<file path="src/hdl/steering_particle_step_core_macros.svh">
// Assertion macros for the steering particle core
`ifndef STEERING_PARTICLE_STEP_CORE_MACROS_SVH
`define STEERING_PARTICLE_STEP_CORE_MACROS_SVH

// Check that ante implies cons in the same cycle
`define SPST_ASSERT_IMP(lbl, ante, cons) \
  lbl: assert property (@(posedge clk_i) disable iff (!rst_ni) (ante) |-> (cons)) \
    else $error("spst assertion failed");

// Check that ante implies cons in the next cycle
`define SPST_ASSERT_NXT(lbl, ante, cons) \
  lbl: assert property (@(posedge clk_i) disable iff (!rst_ni) (ante) |=> (cons)) \
    else $error("spst assertion failed");

`endif

</file>
<file path="src/hdl/spst_pkg.sv">
// Types, codes and constants of the steering particle core
`default_nettype none
package spst_pkg;

  localparam int FIELD_W        = 24;
  localparam int CFG_W          = 23;
  localparam int WEIGHT_W       = 17;
  localparam int COORD_BITS_DEF = 24;
  localparam int ALU_W_DEF      = 27;

  localparam logic [WEIGHT_W-1:0] WEIGHT_ONE = 17'd65536;

  localparam logic [22:0] CLOSE_ENOUGH_RST  = 23'd163840;
  localparam logic [22:0] MAX_SPEED_RST     = 23'd16384;
  localparam logic [22:0] MAX_FORCE_RST     = 23'd410;
  localparam logic [22:0] KILL_DISTANCE_RST = 23'd24576;
  localparam logic [22:0] UP_BIAS_RST       = 23'd410;
  localparam logic [15:0] WIND_DECAY_RST    = 16'd58327;
  localparam logic [16:0] BLEND_RATE_RST    = 17'd1638;

  typedef enum logic [2:0] {
    CFG_CLOSE_ENOUGH  = 3'd0,
    CFG_MAX_SPEED     = 3'd1,
    CFG_MAX_FORCE     = 3'd2,
    CFG_KILL_DISTANCE = 3'd3,
    CFG_UP_BIAS       = 3'd4,
    CFG_WIND_DECAY    = 3'd5,
    CFG_BLEND_RATE    = 3'd6
  } cfg_idx_e;

  typedef enum logic [1:0] {
    ACT_STEP = 2'd0,
    ACT_LOAD = 2'd1,
    ACT_WIND = 2'd2
  } action_e;

  typedef enum logic [1:0] {
    ALU_MUL  = 2'd0,
    ALU_DIV  = 2'd1,
    ALU_SQRT = 2'd2
  } alu_op_e;

  typedef enum logic [4:0] {
    S_IDLE, S_SQ_DX, S_SQ_DY, S_DIST, S_SPD_MUL, S_SPD_DIV,
    S_DX_MUL, S_DX_DIV, S_DY_MUL, S_DY_DIV, S_STEER,
    S_SX_SQ, S_SY_SQ, S_MAG, S_FX_MUL, S_FX_DIV, S_FY_MUL, S_FY_DIV,
    S_WIND, S_POS, S_OUT
  } state_e;

  typedef struct packed {
    logic    start;
    alu_op_e op;
  } alu_ctrl_t;

  typedef struct packed {
    logic busy;
    logic done;
  } alu_stat_t;

  typedef struct packed {
    logic [1:0]                 action;
    logic signed [FIELD_W-1:0]  target_x;
    logic signed [FIELD_W-1:0]  target_y;
    logic signed [FIELD_W-1:0]  init_pos_x;
    logic signed [FIELD_W-1:0]  init_pos_y;
    logic signed [FIELD_W-1:0]  init_vel_x;
    logic signed [FIELD_W-1:0]  init_vel_y;
    logic signed [FIELD_W-1:0]  wind_value;
  } in_beat_t;

  typedef struct packed {
    logic signed [FIELD_W-1:0]  out_pos_x;
    logic signed [FIELD_W-1:0]  out_pos_y;
    logic signed [FIELD_W-1:0]  out_vel_x;
    logic signed [FIELD_W-1:0]  out_vel_y;
    logic                       is_killed;
    logic [WEIGHT_W-1:0]        blend_weight;
  } out_beat_t;

endpackage
`default_nettype wire

</file>
<file path="src/hdl/spst_alu.sv">
// Bit-serial multiply, divide and square root unit
`default_nettype none
module spst_alu #(
  parameter int W = spst_pkg::ALU_W_DEF
) (
  input  wire logic                clk_i,
  input  wire logic                rst_ni,
  input  wire spst_pkg::alu_ctrl_t ctrl_i,
  input  wire logic [W-1:0]        a_i,
  input  wire logic [2*W-1:0]      x_i,
  output spst_pkg::alu_stat_t      stat_o,
  output logic [2*W-1:0]           res_o
);

  localparam int PW = 2 * W;
  localparam int CNTW = $clog2(W);

  logic                busy_q, busy_d, done_q, done_d;
  logic [CNTW-1:0]     cnt_q, cnt_d;
  spst_pkg::alu_op_e   op_q, op_d;
  logic [W-1:0]        a_q, a_d;
  logic [PW-1:0]       r_q, r_d;
  logic [W:0]          rem_q, rem_d;
  logic [W-1:0]        root_q, root_d;

  logic [W:0]   msum, dt, dtt;
  logic         dge, sge;
  logic [W+2:0] st, trial, sdiff;

  always_comb begin
    // multiply: add multiplicand on the low bit, shift right
    msum  = {1'b0, r_q[PW-1:W]} + (r_q[0] ? {1'b0, a_q} : '0);
    // divide: restoring, one quotient bit a cycle
    dt    = {r_q[PW-1:W], r_q[W-1]};
    dge   = dt >= {1'b0, a_q};
    dtt   = dge ? dt - {1'b0, a_q} : dt;
    // square root: two radicand bits a cycle
    st    = {rem_q, r_q[PW-1:PW-2]};
    trial = {1'b0, root_q, 2'b01};
    sge   = st >= trial;
    sdiff = sge ? st - trial : st;

    busy_d = busy_q;
    done_d = 1'b0;
    cnt_d  = cnt_q;
    op_d   = op_q;
    a_d    = a_q;
    r_d    = r_q;
    rem_d  = rem_q;
    root_d = root_q;
    if (ctrl_i.start) begin
      busy_d = 1'b1;
      cnt_d  = '0;
      op_d   = ctrl_i.op;
      a_d    = a_i;
      r_d    = x_i;
      rem_d  = '0;
      root_d = '0;
    end else if (busy_q) begin
      unique case (op_q)
        spst_pkg::ALU_MUL: r_d = {msum, r_q[W-1:1]};
        spst_pkg::ALU_DIV: r_d = {dtt[W-1:0], r_q[W-2:0], dge};
        spst_pkg::ALU_SQRT: begin
          rem_d  = sdiff[W:0];
          root_d = {root_q[W-2:0], sge};
          r_d    = {r_q[PW-3:0], 2'b00};
          if (cnt_q == CNTW'(W - 1)) begin
            r_d = PW'(root_d);
          end
        end
        default: r_d = r_q;
      endcase
      cnt_d = cnt_q + 1'b1;
      if (cnt_q == CNTW'(W - 1)) begin
        busy_d = 1'b0;
        done_d = 1'b1;
      end
    end
  end

  always_ff @(posedge clk_i or negedge rst_ni) begin
    if (!rst_ni) begin
      busy_q <= 1'b0;
      done_q <= 1'b0;
      cnt_q  <= '0;
      op_q   <= spst_pkg::ALU_MUL;
    end else begin
      busy_q <= busy_d;
      done_q <= done_d;
      cnt_q  <= cnt_d;
      op_q   <= op_d;
    end
  end

  always_ff @(posedge clk_i) begin
    a_q    <= a_d;
    r_q    <= r_d;
    rem_q  <= rem_d;
    root_q <= root_d;
  end

  assign stat_o.busy = busy_q;
  assign stat_o.done = done_q;
  assign res_o       = r_q;

endmodule
`default_nettype wire

</file>
<file path="src/hdl/steering_particle_step_core.sv">
// Top level of the steering particle core: sequencer, state and channels
//
// Use: one particle with arrive steering toward a target, Q12.12 values.
// Input channel (in_valid_i / in_stall_o, beat in_beat_i): one action a beat,
// step, load position and velocity, or set wind. Output channel
// (out_valid_o / out_stall_i, beat out_beat_o): one beat per input beat,
// the particle state after that action. Config channel (cfg_valid_i /
// cfg_ready_o): always ready; write only while the core is idle.
// A load, a set wind or an unused code goes from S_IDLE to S_OUT, which loads
// the output register once the slot is free and returns to S_IDLE for the next
// beat. A step runs up to 17 bit-serial operations on the shared unit of width
// W = max(COORD_BITS,24)+3 (27 at the default), plus the steer, position and
// output states, fewer when the particle sits on the target. One item is in
// work at a time. The output register holds a finished beat while the
// receiver stalls; the next item is taken meanwhile and waits at the end of
// its sequence.
// Reset: position, velocity, wind, kill flag and colour weight clear;
// config registers return to their defaults.
`default_nettype none
`include "steering_particle_step_core_macros.svh"
module steering_particle_step_core #(
  parameter int COORD_BITS = spst_pkg::COORD_BITS_DEF
) (
  input  wire logic                   clk_i,
  input  wire logic                   rst_ni,
  input  wire logic                   in_valid_i,
  output logic                        in_stall_o,
  input  wire spst_pkg::in_beat_t     in_beat_i,
  output logic                        out_valid_o,
  input  wire logic                   out_stall_i,
  output spst_pkg::out_beat_t         out_beat_o,
  input  wire logic                   cfg_valid_i,
  output logic                        cfg_ready_o,
  input  wire logic [2:0]             cfg_index_i,
  input  wire logic [spst_pkg::CFG_W-1:0] cfg_data_i
);

  localparam int CW = COORD_BITS;
  localparam int MX = (CW > spst_pkg::FIELD_W) ? CW : spst_pkg::FIELD_W;
  localparam int AW = MX + 3;
  localparam int PW = 2 * AW;
  localparam logic signed [AW-1:0] SAT_HI = {{(AW-CW+1){1'b0}}, {(CW-1){1'b1}}};
  localparam logic signed [AW-1:0] SAT_LO = {{(AW-CW+1){1'b1}}, {(CW-1){1'b0}}};

  function automatic logic [AW-1:0] mag(input logic signed [AW-1:0] v);
    return v[AW-1] ? AW'(-v) : AW'(v);
  endfunction

  function automatic logic signed [AW-1:0] sgn(input logic neg, input logic [AW-1:0] q);
    return neg ? -$signed(q) : $signed(q);
  endfunction

  function automatic logic signed [CW-1:0] sat(input logic signed [AW-1:0] v);
    if (v > SAT_HI) return SAT_HI[CW-1:0];
    if (v < SAT_LO) return SAT_LO[CW-1:0];
    return v[CW-1:0];
  endfunction

  // config registers
  logic [22:0] ce_q, ms_q, mf_q, kd_q, ub_q;
  logic [15:0] wd_q;
  logic [16:0] br_q;

  // particle state
  logic signed [CW-1:0] px_q, py_q, vx_q, vy_q, wind_q;
  logic                 killed_q;
  logic [16:0]          cw_q;

  // step working registers
  logic signed [spst_pkg::FIELD_W-1:0] tx_q, ty_q;
  logic signed [AW-1:0] dx_q, dy_q, desx_q, desy_q, sx_q, sy_q;
  logic [AW-1:0]        dist_q, speed_q, m_q;
  logic [PW-1:0]        sumsq_q;

  spst_pkg::state_e    state_q, state_d;
  logic                go_q, go_d;
  spst_pkg::alu_ctrl_t alu_ctrl;
  spst_pkg::alu_stat_t alu_stat;
  logic [AW-1:0]       alu_a;
  logic [PW-1:0]       alu_x, alu_res;

  spst_pkg::out_beat_t out_q;
  logic                out_valid_q;

  logic in_acc, out_free, out_load;
  logic signed [AW-1:0] hx_sum, hx;
  logic [17:0]          cw_sum;

  assign in_stall_o  = (state_q != spst_pkg::S_IDLE);
  assign in_acc      = in_valid_i && !in_stall_o;
  assign out_free    = !out_valid_q || !out_stall_i;
  assign out_load    = (state_q == spst_pkg::S_OUT) && out_free;
  assign cfg_ready_o = 1'b1;
  assign out_valid_o = out_valid_q;
  assign out_beat_o  = out_q;

  // next state
  always_comb begin
    state_d = state_q;
    unique case (state_q)
      spst_pkg::S_IDLE: begin
        if (in_acc) begin
          state_d = (in_beat_i.action == spst_pkg::ACT_STEP) ? spst_pkg::S_SQ_DX
                                                            : spst_pkg::S_OUT;
        end
      end
      spst_pkg::S_SQ_DX:   if (alu_stat.done) state_d = spst_pkg::S_SQ_DY;
      spst_pkg::S_SQ_DY:   if (alu_stat.done) state_d = spst_pkg::S_DIST;
      spst_pkg::S_DIST: begin
        if (alu_stat.done) begin
          if (alu_res[AW-1:0] < AW'(ce_q))   state_d = spst_pkg::S_SPD_MUL;
          else if (alu_res[AW-1:0] == '0)    state_d = spst_pkg::S_STEER;
          else                               state_d = spst_pkg::S_DX_MUL;
        end
      end
      spst_pkg::S_SPD_MUL: if (alu_stat.done) state_d = spst_pkg::S_SPD_DIV;
      spst_pkg::S_SPD_DIV: begin
        if (alu_stat.done) begin
          state_d = (dist_q == '0) ? spst_pkg::S_STEER : spst_pkg::S_DX_MUL;
        end
      end
      spst_pkg::S_DX_MUL:  if (alu_stat.done) state_d = spst_pkg::S_DX_DIV;
      spst_pkg::S_DX_DIV:  if (alu_stat.done) state_d = spst_pkg::S_DY_MUL;
      spst_pkg::S_DY_MUL:  if (alu_stat.done) state_d = spst_pkg::S_DY_DIV;
      spst_pkg::S_DY_DIV:  if (alu_stat.done) state_d = spst_pkg::S_STEER;
      spst_pkg::S_STEER:   state_d = spst_pkg::S_SX_SQ;
      spst_pkg::S_SX_SQ:   if (alu_stat.done) state_d = spst_pkg::S_SY_SQ;
      spst_pkg::S_SY_SQ:   if (alu_stat.done) state_d = spst_pkg::S_MAG;
      spst_pkg::S_MAG: begin
        if (alu_stat.done) begin
          state_d = (alu_res[AW-1:0] == '0) ? spst_pkg::S_WIND : spst_pkg::S_FX_MUL;
        end
      end
      spst_pkg::S_FX_MUL:  if (alu_stat.done) state_d = spst_pkg::S_FX_DIV;
      spst_pkg::S_FX_DIV:  if (alu_stat.done) state_d = spst_pkg::S_FY_MUL;
      spst_pkg::S_FY_MUL:  if (alu_stat.done) state_d = spst_pkg::S_FY_DIV;
      spst_pkg::S_FY_DIV:  if (alu_stat.done) state_d = spst_pkg::S_WIND;
      spst_pkg::S_WIND:    if (alu_stat.done) state_d = spst_pkg::S_POS;
      spst_pkg::S_POS:     state_d = spst_pkg::S_OUT;
      spst_pkg::S_OUT:     if (out_free) state_d = spst_pkg::S_IDLE;
      default:             state_d = spst_pkg::S_IDLE;
    endcase
    // launch the serial unit on entry to each of its states
    go_d = (state_d != state_q) && (state_d != spst_pkg::S_IDLE) &&
           (state_d != spst_pkg::S_STEER) && (state_d != spst_pkg::S_POS) &&
           (state_d != spst_pkg::S_OUT);
  end

  // serial unit operands
  always_comb begin
    alu_ctrl.start = go_q;
    alu_ctrl.op    = spst_pkg::ALU_MUL;
    alu_a          = '0;
    alu_x          = '0;
    unique case (state_q)
      spst_pkg::S_SQ_DX: begin
        alu_a = mag(dx_q);
        alu_x = PW'(mag(dx_q));
      end
      spst_pkg::S_SQ_DY: begin
        alu_a = mag(dy_q);
        alu_x = PW'(mag(dy_q));
      end
      spst_pkg::S_DIST: begin
        alu_ctrl.op = spst_pkg::ALU_SQRT;
        alu_x       = sumsq_q;
      end
      spst_pkg::S_SPD_MUL: begin
        alu_a = dist_q;
        alu_x = PW'(ms_q);
      end
      spst_pkg::S_SPD_DIV: begin
        alu_ctrl.op = spst_pkg::ALU_DIV;
        alu_a       = AW'(ce_q);
        alu_x       = alu_res;
      end
      spst_pkg::S_DX_MUL: begin
        alu_a = mag(dx_q);
        alu_x = PW'(speed_q);
      end
      spst_pkg::S_DY_MUL: begin
        alu_a = mag(dy_q);
        alu_x = PW'(speed_q);
      end
      spst_pkg::S_DX_DIV, spst_pkg::S_DY_DIV: begin
        alu_ctrl.op = spst_pkg::ALU_DIV;
        alu_a       = dist_q;
        alu_x       = alu_res;
      end
      spst_pkg::S_SX_SQ: begin
        alu_a = mag(sx_q);
        alu_x = PW'(mag(sx_q));
      end
      spst_pkg::S_SY_SQ: begin
        alu_a = mag(sy_q);
        alu_x = PW'(mag(sy_q));
      end
      spst_pkg::S_MAG: begin
        alu_ctrl.op = spst_pkg::ALU_SQRT;
        alu_x       = sumsq_q;
      end
      spst_pkg::S_FX_MUL: begin
        alu_a = mag(sx_q);
        alu_x = PW'(mf_q);
      end
      spst_pkg::S_FY_MUL: begin
        alu_a = mag(sy_q);
        alu_x = PW'(mf_q);
      end
      spst_pkg::S_FX_DIV, spst_pkg::S_FY_DIV: begin
        alu_ctrl.op = spst_pkg::ALU_DIV;
        alu_a       = m_q;
        alu_x       = alu_res;
      end
      spst_pkg::S_WIND: begin
        alu_a = mag(AW'(wind_q));
        alu_x = PW'(wd_q);
      end
      default: alu_a = '0;
    endcase
  end

  spst_alu #(.W(AW)) u_alu (
    .clk_i  (clk_i),
    .rst_ni (rst_ni),
    .ctrl_i (alu_ctrl),
    .a_i    (alu_a),
    .x_i    (alu_x),
    .stat_o (alu_stat),
    .res_o  (alu_res)
  );

  always_ff @(posedge clk_i or negedge rst_ni) begin
    if (!rst_ni) begin
      state_q <= spst_pkg::S_IDLE;
      go_q    <= 1'b0;
    end else begin
      state_q <= state_d;
      go_q    <= go_d;
    end
  end

  // config writes
  always_ff @(posedge clk_i or negedge rst_ni) begin
    if (!rst_ni) begin
      ce_q <= spst_pkg::CLOSE_ENOUGH_RST;
      ms_q <= spst_pkg::MAX_SPEED_RST;
      mf_q <= spst_pkg::MAX_FORCE_RST;
      kd_q <= spst_pkg::KILL_DISTANCE_RST;
      ub_q <= spst_pkg::UP_BIAS_RST;
      wd_q <= spst_pkg::WIND_DECAY_RST;
      br_q <= spst_pkg::BLEND_RATE_RST;
    end else if (cfg_valid_i && cfg_ready_o) begin
      unique case (cfg_index_i)
        spst_pkg::CFG_CLOSE_ENOUGH:  ce_q <= cfg_data_i;
        spst_pkg::CFG_MAX_SPEED:     ms_q <= cfg_data_i;
        spst_pkg::CFG_MAX_FORCE:     mf_q <= cfg_data_i;
        spst_pkg::CFG_KILL_DISTANCE: kd_q <= cfg_data_i;
        spst_pkg::CFG_UP_BIAS:       ub_q <= cfg_data_i;
        spst_pkg::CFG_WIND_DECAY:    wd_q <= cfg_data_i[15:0];
        spst_pkg::CFG_BLEND_RATE:    br_q <= cfg_data_i[16:0];
        default:                     ce_q <= ce_q;
      endcase
    end
  end

  // halve desired x toward zero
  always_comb begin
    hx_sum = desx_q + $signed({{(AW-1){1'b0}}, desx_q[AW-1]});
    hx     = hx_sum >>> 1;
    cw_sum = 18'(cw_q) + 18'(br_q);
  end

  // particle state
  always_ff @(posedge clk_i or negedge rst_ni) begin
    if (!rst_ni) begin
      px_q     <= '0;
      py_q     <= '0;
      vx_q     <= '0;
      vy_q     <= '0;
      wind_q   <= '0;
      killed_q <= 1'b0;
      cw_q     <= '0;
    end else begin
      if (in_acc) begin
        case (in_beat_i.action)
          spst_pkg::ACT_LOAD: begin
            px_q <= sat(AW'(in_beat_i.init_pos_x));
            py_q <= sat(AW'(in_beat_i.init_pos_y));
            vx_q <= sat(AW'(in_beat_i.init_vel_x));
            vy_q <= sat(AW'(in_beat_i.init_vel_y));
          end
          spst_pkg::ACT_WIND: wind_q <= sat(AW'(in_beat_i.wind_value));
          default: wind_q <= wind_q;
        endcase
      end
      if (alu_stat.done && state_q == spst_pkg::S_FX_DIV) begin
        vx_q <= sat(AW'(vx_q) + sgn(sx_q[AW-1], alu_res[AW-1:0]));
      end
      if (alu_stat.done && state_q == spst_pkg::S_FY_DIV) begin
        vy_q <= sat(AW'(vy_q) + sgn(sy_q[AW-1], alu_res[AW-1:0]));
      end
      if (alu_stat.done && state_q == spst_pkg::S_WIND) begin
        wind_q <= sat(sgn(wind_q[CW-1], AW'(alu_res[PW-1:16])));
      end
      if (state_q == spst_pkg::S_POS) begin
        // snap inside the kill radius, else move by the new velocity
        if (dist_q <= AW'(kd_q)) begin
          px_q     <= sat(AW'(tx_q));
          py_q     <= sat(AW'(ty_q));
          killed_q <= 1'b1;
        end else begin
          px_q <= sat(AW'(px_q) + AW'(vx_q));
          py_q <= sat(AW'(py_q) + AW'(vy_q));
        end
        cw_q <= (cw_sum > 18'(spst_pkg::WEIGHT_ONE)) ? spst_pkg::WEIGHT_ONE : cw_sum[16:0];
      end
    end
  end

  // step working registers
  always_ff @(posedge clk_i) begin
    if (in_acc) begin
      tx_q   <= in_beat_i.target_x;
      ty_q   <= in_beat_i.target_y;
      dx_q   <= AW'(in_beat_i.target_x) - AW'(px_q);
      dy_q   <= AW'(in_beat_i.target_y) - AW'(py_q);
      desx_q <= '0;
      desy_q <= '0;
    end
    if (state_q == spst_pkg::S_STEER) begin
      sx_q <= hx + AW'(wind_q) - AW'(vx_q);
      sy_q <= desy_q - $signed(AW'(ub_q)) - AW'(vy_q);
    end
    if (alu_stat.done) begin
      case (state_q)
        spst_pkg::S_SQ_DX, spst_pkg::S_SX_SQ: sumsq_q <= alu_res;
        spst_pkg::S_SQ_DY, spst_pkg::S_SY_SQ: sumsq_q <= sumsq_q + alu_res;
        spst_pkg::S_DIST: begin
          dist_q  <= alu_res[AW-1:0];
          speed_q <= AW'(ms_q);
        end
        spst_pkg::S_SPD_DIV: speed_q <= alu_res[AW-1:0];
        spst_pkg::S_DX_DIV:  desx_q  <= sgn(dx_q[AW-1], alu_res[AW-1:0]);
        spst_pkg::S_DY_DIV:  desy_q  <= sgn(dy_q[AW-1], alu_res[AW-1:0]);
        spst_pkg::S_MAG:     m_q     <= alu_res[AW-1:0];
        default:             m_q     <= m_q;
      endcase
    end
  end

  // output register: load when the slot is free, drop on a taken beat
  always_ff @(posedge clk_i or negedge rst_ni) begin
    if (!rst_ni) begin
      out_valid_q <= 1'b0;
    end else if (out_load) begin
      out_valid_q <= 1'b1;
    end else if (!out_stall_i) begin
      out_valid_q <= 1'b0;
    end
  end

  always_ff @(posedge clk_i) begin
    if (out_load) begin
      out_q.out_pos_x    <= spst_pkg::FIELD_W'(px_q);
      out_q.out_pos_y    <= spst_pkg::FIELD_W'(py_q);
      out_q.out_vel_x    <= spst_pkg::FIELD_W'(vx_q);
      out_q.out_vel_y    <= spst_pkg::FIELD_W'(vy_q);
      out_q.is_killed    <= killed_q;
      out_q.blend_weight <= cw_q;
    end
  end

  `SPST_ASSERT_IMP(a_start_idle_unit, alu_ctrl.start, !alu_stat.busy)
  `SPST_ASSERT_IMP(a_done_in_seq, alu_stat.done, state_q != spst_pkg::S_IDLE)
  `SPST_ASSERT_NXT(a_out_hold, (state_q == spst_pkg::S_OUT) && out_valid_o && out_stall_i, state_q == spst_pkg::S_OUT)

endmodule
`default_nettype wire
</file>
<file path="config.mk">
export PLATFORM = sky130hd
export DESIGN_NAME = steering_particle_step_core
export DESIGN_NICKNAME = d
export VERILOG_FILES = /design/src/hdl/spst_pkg.sv /design/src/hdl/spst_alu.sv /design/src/hdl/steering_particle_step_core.sv
export VERILOG_INCLUDE_DIRS = /design/src /design/src/hdl
export SDC_FILE = /design/constraint.sdc
export NUM_CORES = 2
export LEC_CHECK = 0
export BUFFER_PORTS_ARGS = -buffer_cell sky130_fd_sc_hd__buf_2
export CORE_MARGIN = 2
export CORE_UTILIZATION = 50
export CTS_CLUSTER_DIAMETER = 200
export DETAILED_ROUTE_END_ITERATION = 10
export PLACE_DENSITY = 0.76
export SYNTH_ARGS = -nofsm -noshare
export SYNTH_HDL_FRONTEND = slang
export SYNTH_HIERARCHICAL = 1
export SYNTH_SLANG_ARGS = --single-unit
</file>
<file path="constraint.sdc">
create_clock -name clk_i -period 9.81 [get_ports clk_i]
set_clock_uncertainty 0.05 [all_clocks]
set_input_delay 0.981 -clock clk_i [delete_from_list [all_inputs] [get_ports clk_i]]
set_output_delay 0.981 -clock clk_i [all_outputs]
set_load 0.03 [all_outputs]
</file>
# Word-level counts from Yosys, hierarchy flattened
# Index checks and enable logic that the tools add are counted.
# classes
n_eq_ne	37
addsub	24
n_reduce_logical	63
muxes	207
magnitude_cmp	29
# ops
op	n
24-bit two-way mux	65
54-bit case mux with 10 select lines	1
27-bit two-way mux	18
27-bit case mux with 8 select lines	1
24-bit greater-than comparator (second input constant)	7
24-bit < comparator (second input constant)	7
54-bit two-way mux	3
27-bit negation	6
54-bit case mux with 3 select lines	1
5-bit two-way mux	23
54-bit case mux with 2 select lines	1
5-bit case mux with 21 select lines	1
1-bit two-way mux	86
27-bit by 24-bit greater-than comparator with 1-bit output (second input constant)	3
27-bit by 24-bit < comparator with 1-bit output (second input constant)	3
27-bit by 24-bit subtractor with 27-bit output	3
24-bit by 27-bit adder with 27-bit output	2
54-bit adder	1
27-bit logical NOT	2
27-bit case mux with 2 select lines	1
24-bit by 24-bit adder with 25-bit output	2
25-bit by 24-bit greater-than comparator with 1-bit output (second input constant)	2
25-bit by 24-bit < comparator with 1-bit output (second input constant)	2
24-bit by 24-bit subtractor with 25-bit output	2
other kinds (46)	117
# word_totals
elab_cells	403
inputBits	201
reg_bits	897
output_inout_bits	117

# Depth between registers and ports, before layout
# logic_depth
word_depth	12
mapped_depth	26
depth_no_buf	22

# By module
# The synthesis kept the hierarchy.
# modules_own_cells
mod	cells_per_inst	seq_area_each_um2	area_each_um2	instances
steering_particle_step_core	5286	20494.7	50666.1	1
spst_alu	1427	3758.6	11544.8	1

# Least setup slack after synthesis
# OpenSTA, ideal clock, no wires.
# synth_timing
kind	input to register
startpoint	input out_stall_i
endpoint	register out_q, in the netlist out_beat_o[0], enable pin
n_path_buf	0
path_slack_ns	2.640
t_arrival_ns	6.496
t_required_ns	9.136
setup_ns	0.624
cell_stages	1
cell_sequence	a21oi_1
# synth_between
elab_chain_len	3
# synth_lines
element	line	rtl
start: declaration	steering_particle_step_core.sv:30	input wire logic out_stall_i,
1-bit logical NOT	--	
1-bit logical OR	steering_particle_step_core.sv:91	assign out_free = !out_valid_q || !out_stall_i;
1-bit logical AND	steering_particle_step_core.sv:92	assign out_load = (state_q == spst_pkg::S_OUT) && out_free;
end: declaration	steering_particle_step_core.sv:82	spst_pkg::out_beat_t out_q;
# No other way between the ends.
# A chain may end at the register's enable or synchronous reset.

# Final worst setup path
# layout_timing
startpoint	register u_alu.r_q[1] (netlist: u_alu/res_o[1])
endpoint	register vx_q[1]
# layout_between
elab_chain_len	10
word_cells_on_any_way	14
cone_classes	add/sub: 2; order compare: 2; mux: 10
# layout_lines
element	line	rtl
start: declaration	spst_alu.sv:22	logic [PW-1:0] r_q, r_d;
start signal: assignment	spst_alu.sv:97	r_q <= r_d;
27-bit negation	steering_particle_step_core.sv:50	return neg ? -$signed(q) : $signed(q);
27-bit two-way mux (*)	steering_particle_step_core.sv:50	
24-bit by 27-bit adder with 27-bit output (*)	steering_particle_step_core.sv:298	vx_q <= sat(AW'(vx_q) + sgn(sx_q[AW-1], alu_res[AW-1:0]));
27-bit by 24-bit < comparator with 1-bit output	steering_particle_step_core.sv:55	if (v < SAT_LO) return SAT_LO[CW-1:0];
1-bit two-way mux (2 in series)	steering_particle_step_core.sv:55	
1-bit two-way mux	steering_particle_step_core.sv:297	if (alu_stat.done && state_q == spst_pkg::S_FX_DIV) begin
24-bit two-way mux	steering_particle_step_core.sv:56	return v[CW-1:0];
24-bit two-way mux (*)	steering_particle_step_core.sv:55	
24-bit two-way mux (*)	steering_particle_step_core.sv:297	
end signal: assignment	steering_particle_step_core.sv:290	vx_q <= sat(AW'(in_beat_i.init_vel_x));
end signal: assignment	steering_particle_step_core.sv:298	
end: declaration	steering_particle_step_core.sv:65	logic signed [CW-1:0] px_q, py_q, vx_q, vy_q, wind_q;
# Mark *: on every way between the ends. The rest lies on a longest branch, timed or not. The select of a mux whose other input is x is not followed.

==> impl_metrics.tcl <==
set metrics [dict create \
    outcome "finished clean" \
    synth_area_mm2 0.0622 \
    r2r_start "u_alu/res_o[1]$_DFFE_PP_" \
    fmax_ghz 0.149 \
    max-vdd-ir-drop_uv 154 \
    rows 129 \
    hold_buffers 0 \
    ys_warn_count 6 \
    start_util_pct 50.3 \
    layout-drive-gt1-share_pct 12.5 \
    postSynthAreaPerCell_um2 9.27 \
    post-cts-setup-buffers 0 \
    grt_max_degree 157 \
    drt_iter0_markers 7111 \
    min_period_ns 6.72 \
    clock_latency_ns 0.76 \
    r2r-end "vx_q[1]$_DFFE_PN0P_" \
    io_pins 318 \
    path_clk_slew_ns 0.06 \
    post_drt_via_cell_ratio 6.44 \
    die_y_um 357 \
    final-setup-viol-count 0 \
    drc 0 \
    globalRouteTotalUtil_pct 36.6 \
    max_slew_margin_pct 6.36 \
    layout_common_cells "nand2_1, o21ai_0, edfxtp_1" \
    min_period_over_period_pct 68.5 \
    hold_violations 0 \
    rsz0062_at_grt "no" \
    vias 55800 \
    drv_slew 0 \
    hp-class "input port to asynchronous set/reset pin" \
    layout.nets 7620 \
    whs_ns 0.166 \
    finalSetupTns_ns 0 \
    final_area_mm2 0.0691 \
    htreeDepth 3 \
    gr-total-overflow 0 \
    hpwl_mm 178 \
    fin_total_pwr_mw 9.01 \
    cts_tree "built" \
    postRouteAntennaNets 0 \
    coreArea_mm2 0.124 \
    die-width_um 357 \
    routed_wl_mm 237 \
    cp-start-kind "register" \
    worstSetupPathType "register to register" \
    r2r_setup_slack_ns 3.09 \
    gp_congestion 1.11 \
    p_leak_nw 29.2 \
    grt_pass1_vias 53900 \
    power.density_mw_per_mm2 130 \
    placed_area_mm2 0.0657 \
    clockBufferDepth 3 \
    end_kind "register" \
    cts.repair.resized 0 \
    dieArea_mm2 0.127 \
    cts_root_buf "clkbuf_16" \
    crit_fanout 23 \
    cp.arrival_ns 7.28 \
    syn_inst 6712 \
    numCtsBuffers 101 \
    r2r_cells 22 \
    wl_per_cell_um 27.4 \
    fill_cells 10900 \
    firstDrtPassIters 11 \
    critical_path_required_ns 10.37 \
    tightest_slew_ns 1.40 \
    syn_to_final_growth_pct 11.1 \
    grt_pass1_wl_mm 347 \
    antenna_found_initial 10 \
    final_common_cell "nand2_1" \
    portBuffers 316 \
    final_util_pct 55.9 \
    maxCapViolCount 0 \
    cts.sinks 893 \
    synth.net_count 7395 \
]
-- sequential cells by signal (all words and copies together), names as in the netlist, 25 cells and up --
signal / count
desx_q: 27
u_alu/a_q: 27
desy_q: 27
sy_q: 27
sumsq_q: 54
u_alu/root_q: 27
sx_q: 27
dy_q: 25
dist_q: 27
speed_q: 27
u_alu/res_o: 54
m_q: 27
out_beat_o: 114
u_alu/rem_q: 28
dx_q: 25
-- critical path: stages, from the launching register on --
cell and delay, ns:
edfxtp_1 0.38, inv_1 0.18, ha_1 0.27, nor3b_1 0.32, nand2_1 0.22, or2_2 0.34, or4_1 0.55, or3_1 0.50
or3_1 0.37, nand2_1 0.09, xnor2_1 0.13, ha_1 0.39, nand2_1 0.07, nor2_1 0.10, nand2_1 0.06, o211ai_1 0.35
a21oi_1 0.22, o21ai_0 0.30, mux2i_1 0.25, nor2_1 0.09, a31oi_2 0.89, o21ai_0 0.22, a22o_1 0.25
-- through the flow --
step,cells,setup slack (ns)
final,8666,3.09
after CTS,8663,3.20
after global routing,8663,2.71
after detailed placement,8471,3.24
after floorplan,6712,2.64
after global placement,8471,3.36
-- how the worst max path moves through the flow --
stage / end / cells after the start / from / slack (ns)
after detailed placement: vx_q[1]$_DFFE_PN0P_ / 22 / u_alu/res_o[1]$_DFFE_PP_ / 3.24
after global routing: vx_q[1]$_DFFE_PN0P_ / 22 / u_alu/res_o[1]$_DFFE_PP_ / 2.71
after CTS: vx_q[1]$_DFFE_PN0P_ / 22 / u_alu/res_o[1]$_DFFE_PP_ / 3.20
after floorplan: out_beat_o[0]$_DFFE_PP_ / 1 / out_stall_i / 2.64
after global placement: vx_q[0]$_DFFE_PN0P_ / 22 / u_alu/res_o[1]$_DFFE_PP_ / 3.36
final: vx_q[1]$_DFFE_PN0P_ / 22 / u_alu/res_o[1]$_DFFE_PP_ / 3.09
-- layout make-up --
type / count / area [um2] / share of cell area (%)
multi-input combinational: 5135 / 35500 / 51.4
sequential: 893 / 24300 / 35.1
clock buffer: 127 / 2740 / 3.96
timing repair buffer: 429 / 2450 / 3.55
tap: 1637 / 2050 / 2.96
inverter: 377 / 1420 / 2.05
clock inverter: 65 / 667 / 0.965
antenna: 3 / 7.51 / 0.0109
-- layer usage --
metal	share of wire [%]	global-route usage [%]	wire length, um
met1	37	44.7	87900
met5	0.037	0	87
met4	8.5	26.4	20100
met3	11	9.31	25900
met2	44	56.4	103000
-- power by group --
group | internal, mW | leakage, nW | switching (mW)
clock network | 2.24 | 1.65 | 1.70
logic | 0.392 | 18.8 | 0.483
registers | 4.12 | 8.81 | 0.0805
No activity file was read; power rests on OpenSTA's default activity.
